==> src/hdl/tdf_div.sv <==
`default_nettype none

module tdf_div #(
    parameter int NW  = 33,
    parameter int DW  = 16,
    parameter int QW  = 32,
    parameter int TGW = 1
) (
    input  wire logic           i_clk,
    input  wire logic [NW-1:0]  i_n,
    input  wire logic [DW-1:0]  i_d,
    input  wire logic [TGW-1:0] i_tag,
    output logic      [QW-1:0]  o_q,
    output logic      [TGW-1:0] o_tag
);

    logic [DW-1:0]  w_rem_in [QW];
    logic [QW-1:0]  w_low_in [QW];
    logic [QW-1:0]  w_quo_in [QW];
    logic [DW-1:0]  w_div_in [QW];
    logic [TGW-1:0] w_tag_in [QW];

    logic [DW-1:0]  r_rem [QW];
    logic [QW-1:0]  r_low [QW];
    logic [QW-1:0]  r_quo [QW];
    logic [DW-1:0]  r_div [QW];
    logic [TGW-1:0] r_tag [QW];

    for (genvar k = 0; k < QW; k++) begin : g_stage
        logic [DW:0] w_trial;
        logic [DW:0] w_diff;
        logic        w_ge;

        if (k == 0) begin : g_first
            assign w_rem_in[k] = DW'(i_n[NW-1:QW]);
            assign w_low_in[k] = i_n[QW-1:0];
            assign w_quo_in[k] = '0;
            assign w_div_in[k] = i_d;
            assign w_tag_in[k] = i_tag;
        end else begin : g_next
            assign w_rem_in[k] = r_rem[k-1];
            assign w_low_in[k] = r_low[k-1];
            assign w_quo_in[k] = r_quo[k-1];
            assign w_div_in[k] = r_div[k-1];
            assign w_tag_in[k] = r_tag[k-1];
        end

        assign w_trial = {w_rem_in[k], w_low_in[k][QW-1]};
        assign w_diff  = w_trial - {1'b0, w_div_in[k]};
        assign w_ge    = (w_trial >= {1'b0, w_div_in[k]});

        always_ff @(posedge i_clk) begin
            r_rem[k] <= w_ge ? w_diff[DW-1:0] : w_trial[DW-1:0];
            r_low[k] <= {w_low_in[k][QW-2:0], 1'b0};
            r_quo[k] <= {w_quo_in[k][QW-2:0], w_ge};
            r_div[k] <= w_div_in[k];
            r_tag[k] <= w_tag_in[k];
        end
    end

    assign o_q   = r_quo[QW-1];
    assign o_tag = r_tag[QW-1];

endmodule

`default_nettype wire

==> config.mk <==
export PLATFORM = sky130hd
export DESIGN_NAME = tdf_div
export DESIGN_NICKNAME = d
export VERILOG_FILES = /design/src/hdl/tdf_div.sv
export SDC_FILE = /design/constraint.sdc
export NUM_CORES = 2
export LEC_CHECK = 0
export ABC_AREA = 1
export BUFFER_PORTS_ARGS = -buffer_cell sky130_fd_sc_hd__buf_2
export CORE_ASPECT_RATIO = 1.4
export CORE_MARGIN = 1
export CORE_UTILIZATION = 60
export CTS_CLUSTER_DIAMETER = 150
export DETAILED_ROUTE_END_ITERATION = 10
export GPL_TIMING_DRIVEN = 0
export PLACE_DENSITY = 0.77
export SLEW_MARGIN = 40
export SYNTH_ARGS = -nofsm -noshare
export SYNTH_HDL_FRONTEND = slang
export SYNTH_SLANG_ARGS = --single-unit
export TNS_END_PERCENT = 5
==> constraint.sdc <==
create_clock -name i_clk -period 4.35 [get_ports i_clk]
set_clock_uncertainty 0.2 [all_clocks]
set_input_delay 0.435 -clock i_clk [delete_from_list [all_inputs] [get_ports i_clk]]
set_output_delay 0.435 -clock i_clk [all_outputs]
set_load 0.05 [all_outputs]
=== Word level (Yosys, flattened, before mapping) ===
Memories as Yosys holds them, arrays and structs flattened.
Cells that the tools add are included.

* Memory bits (read-only): 0
* Bits in latches: 0
* Output and inout port bits: 33
* Bits of input ports: 51
* Bits in registers: 0
* Memories: 5
* Memory bits (writable): 3072
* Logic and storage cells: 101

{| class="wikitable"
|+ Memory list
! memory !! words !! bits a word !! read ports !! clocked after memory_dff !! wr ports !! RTL line !! source
|-
| r_quo || 32 || 32 || 32 || 0 || 32 || 25 || <nowiki>logic [QW-1:0] r_quo [QW];</nowiki>
|-
| r_low || 32 || 31 || 31 || 0 || 32 || 24 || <nowiki>logic [QW-1:0] r_low [QW];</nowiki>
|-
| r_div || 32 || 16 || 31 || 0 || 32 || 26 || <nowiki>logic [DW-1:0] r_div [QW];</nowiki>
|-
| r_rem || 32 || 16 || 31 || 0 || 32 || 23 || <nowiki>logic [DW-1:0] r_rem [QW];</nowiki>
|-
| r_tag || 32 || 1 || 32 || 0 || 32 || 27 || <nowiki>logic [TGW-1:0] r_tag [QW];</nowiki>
|}

* Bitwise operators: 0
* Reductions and logical operators: 0
* Magnitude comparators: 32
* Multipliers: 0
* Mux-type cells: 32
* Equal/unequal tests: 0
* $add $sub $neg: 32
* Div/mod/pow operators: 0
* Shift-type cells: 0

{| class="wikitable"
|+ Operators by type and width
! cell !! number
|-
| $ge 17x16->1 || 31
|-
| $mux 16 || 32
|-
| $sub 16x16->16 || 31
|-
| $ge 2x16->1 || 1
|-
| $sub 2x16->16 || 1
|}

=== Logic depth before layout (Yosys ltp) ===
An unclocked memory read counts as a cell.

* Depth in word-level cells: 3
* Gate-level depth with buffers: 14
* Mapped depth without buffers: 13

=== Worst setup path before layout ===
No wires, ideal clock.

* Kind: flip-flop to flip-flop
* Start point: mem r_div[5][13], in the netlist r_div[2][29]
* End point: mem r_rem[6][3], in the netlist r_rem[0][99]
* Stages on the path, launching flop included: 11
* Setup slack: 2.455 ns
* Required time: 4.038 ns
* Arrival: 1.582 ns
* Path buffers: 1
* Period minus slack after synthesis: 1.895 ns
* Cells stage by stage: dfxtp_1 -> inv_1 -> ha_1 -> nand2_1 -> inv_1 -> and3_1 -> nor2_4 -> nand2_4 -> buf_6 -> nand2_1 -> nand2_1

{| class="wikitable"
|+ RTL lines
! what !! RTL line
|-
| start, declared || 26
|-
| end, declared || 23
|}

==> impl_results.rst <==
.. list-table::
   :header-rows: 1

   * - Metric
     - Value
   * - Clock insertion delay at the later pin of the skew report
     - 0.83 ns
   * - Total negative slack for setup checks
     - 0 ns
   * - Number of enable flip-flop cells after synthesis
     - 0
   * - Post-synth top flop
     - sky130_fd_sc_hd__dfxtp_1
   * - Overall routing resource usage
     - 29.0%
   * - Total power per unit cell area
     - 705 nW/µm²
   * - Placer Congestion
     - 0.946
   * - Max Cap Viol
     - 0
   * - Kind of critical path
     - reg -> reg
   * - Die height
     - 441 µm
   * - Cell area after synthesis
     - 82600 µm²
   * - Number of port buffers
     - 83
   * - Remaining antenna violation count
     - 0
   * - Clock-pin slew on the worst setup and hold paths
     - 0.06 ns
   * - Initial drt markers
     - 3632
   * - Vias post-DR
     - 63503
   * - CTS tree
     - done
   * - Leading cell type in the layout, fill and taps excluded
     - sky130_fd_sc_hd__nand2_1
   * - Yosys synthesis warning count
     - 0
   * - Placeable Area
     - 136000 µm²
   * - Post-CTS repair timing setup buffer count
     - 0
   * - Violations in the final reports
     - DRC
   * - Placed inst area
     - 85200 µm²
   * - Number of distinct library cells after synthesis
     - 46
   * - Number of buffers inserted during clock tree synthesis
     - 180
   * - Fraction of the yosys area taken by sequential cells
     - 49.6%
   * - CTS Buffer Depth
     - 3
   * - Static Leak
     - 50.8 nW
   * - Die span in x
     - 316 µm
   * - Clock period minus final worst setup slack
     - 2.50 ns
   * - Fraction of final layout cells sized beyond drive strength 1
     - 6.87%
   * - Min Hold Slack
     - 0.0570 ns
   * - Peak supply drop
     - 0.508 mV
   * - Period utilization
     - 57.6%
   * - Largest net degree at the start of global routing
     - 19
   * - Most frequent cells in the layout
     - sky130_fd_sc_hd__nand2_1, sky130_fd_sc_hd__dfxtp_1, sky130_fd_sc_hd__inv_1
   * - Critical Path RT
     - 4.84 ns
   * - H-Tree Depth
     - 4
   * - Cells after Synth
     - 10521
   * - Yosys reg bits
     - 2048
   * - Fmax
     - 399 MHz
   * - RSZ-0062 raised after global routing
     - false
   * - Critical Path Sink Type
     - flip-flop
   * - Number of nets in the final layout
     - 11429
   * - Initial antenna violation count
     - 4
   * - Post-Syn Area per Cell
     - 7.85 µm²
   * - Global-route wire length before repair
     - 318 mm
   * - Post-Place Setup Slack
     - 1.88 ns
   * - Fillers
     - 11356
   * - Clock sink count
     - 2048
   * - Number of remaining DRC errors
     - 5
   * - Post-route worst setup slack
     - 1.85 ns
   * - Clock tree root driver cell
     - sky130_fd_sc_hd__clkbuf_16
   * - DR pass1 iterations
     - 11
   * - Post-Route WL
     - 202 mm
   * - Status
     - finished with violations
   * - Share of synthesized registers carrying an async set or reset
     - 0%
   * - Number of pins with negative max-slew slack in the final report
     - 0
   * - Worst-path maximum fanout
     - 10
   * - Detailed-route vias per instance
     - 4.97
   * - Standard-cell row count
     - 160
   * - Class of the worst hold path
     - in -> reg
   * - Total chip power
     - 0.0650 W
   * - Number of top-level pins
     - 84
   * - Final global-route overflow total
     - 0
   * - Post-route standard cell area excluding fillers
     - 92300 µm²
   * - Vias in the first global route
     - 62769
   * - Setup crit start kind
     - flip-flop
   * - Total Die Area
     - 139000 µm²
   * - Relative slew margins
     - 54.0%
   * - Worst endpoint data arrival time
     - 3.00 ns
   * - Post-detailed-placement half-perimeter wirelength
     - 157 mm
   * - WL/cell
     - 15.8 µm
   * - Actual transition at the worst max-transition pin
     - 0.685 ns
   * - Number of nets in the synthesized netlist
     - 11101
   * - Fin. Hold Viols
     - 0
   * - Area added between synthesis and finish
     - 11.7%
   * - Final setup violation count
     - 0
   * - Initial Utilization
     - 60.7%
registers in the layout, summed over array words and instances (netlist names):
signal / cells
r_quo: 528
r_rem: 496
r_div: 496
r_low: 496
r_tag: 32
path summary, 6_finish.rpt:
| path | to | depth (start not counted) | slack (ns) | from |
|---|---|---|---|---|
| max | r_rem[1][185] | 10 | 1.85 | r_div[13][14] |
| min | r_low[0][1] | 2 | 0.06 | i_n[1] |
| max reg2reg | r_rem[1][185] | 10 | 1.85 | r_div[13][14] |
| min reg2reg | r_quo[20][9] | 0 | 0.11 | r_quo[19][8] |
timing repair:
item | CTS | global route
gates resized for setup | 0 | 0
hold endpoints to repair | 65 | 0
hold buffers | 63 | 0
kinds of logic (layout without fill, tap and decap cells):
| family | Yosys count | in the layout | synth area share, % |
|---|---|---|---|
| other | 0 | 1 | 0 |
| AO/OA/AOI/OAI | 346 | 346 | 2.31 |
| buffers and inverters | 2035 | 2516 | 9.79 |
| XOR/XNOR | 186 | 186 | 1.97 |
| AND/OR/NAND/NOR | 5377 | 5377 | 28.0 |
| adder cells (fa/ha/maj) | 529 | 529 | 8.30 |
| flip-flops | 2048 | 2048 | 49.6 |
where the power goes:
group	internal (W)	switching, W
clock network	0.00948	0.00722
logic	0.00823	0.0156
registers	0.0225	0.00206
critical path, cell delays in order (launching register included):
cell	delay, ns
sky130_fd_sc_hd__dfxtp_1	0.47
sky130_fd_sc_hd__inv_1	0.10
sky130_fd_sc_hd__ha_1	0.34
sky130_fd_sc_hd__a21oi_1	0.28
sky130_fd_sc_hd__o21a_1	0.16
sky130_fd_sc_hd__nand2_1	0.10
sky130_fd_sc_hd__nor2_4	0.24
sky130_fd_sc_hd__nand2_4	0.14
sky130_fd_sc_hd__buf_6	0.17
sky130_fd_sc_hd__nand2_1	0.11
sky130_fd_sc_hd__nand2_1	0.07
layer usage:
metal	track usage (%)	part of all wire, %	vias to the layer above	wire (µm)
met3	3.37	3.5	595	7050
met4	17.5	6.1	2	12300
met2	55.0	52	1532	105000
met5	0	0.0064	-	13
met1	30.3	38	28589	77500
li1	-	-	32785	-
layout make-up:
type                    count  area [µm²]  share of cell area [%]
diodes                      1        2.50                 0.00271
plain buffers             108         857                   0.929
clock buffers             235        5080                    5.51
clock inverters           100        1300                    1.41
inverters                1927        7230                    7.84
multi-input cells        6438       33500                    36.3
flip-flops and latches   2048       41000                    44.4
well taps                1782        2230                    2.42
repair buffers            146        1050                    1.13
cells in the mapped netlist (62+ instances only):
cell type,instances,area share (%)
sky130_fd_sc_hd__nand2_2,63,0.48
sky130_fd_sc_hd__nand2_1,3661,17
sky130_fd_sc_hd__nor2_1,372,1.7
sky130_fd_sc_hd__ha_1,498,7.5
sky130_fd_sc_hd__nand3_1,798,4.8
sky130_fd_sc_hd__nand4_1,142,1.1
sky130_fd_sc_hd__dfxtp_1,2048,50
sky130_fd_sc_hd__nor3_1,79,0.48
sky130_fd_sc_hd__inv_1,1897,8.6
sky130_fd_sc_hd__a21oi_1,263,1.6
sky130_fd_sc_hd__xor2_1,143,1.5
sky130_fd_sc_hd__nand3b_1,62,0.56
through the flow:
step | std cells | util [%]
after CTS | 12784 | 67.8
after global placement | 12386 | 62.6
after global routing | 12785 | 67.8
after detailed placement | 12386 | 62.6
final | 12785 | 67.8
after floorplan | 10521 | -
(Power assumes the default switching activity.)
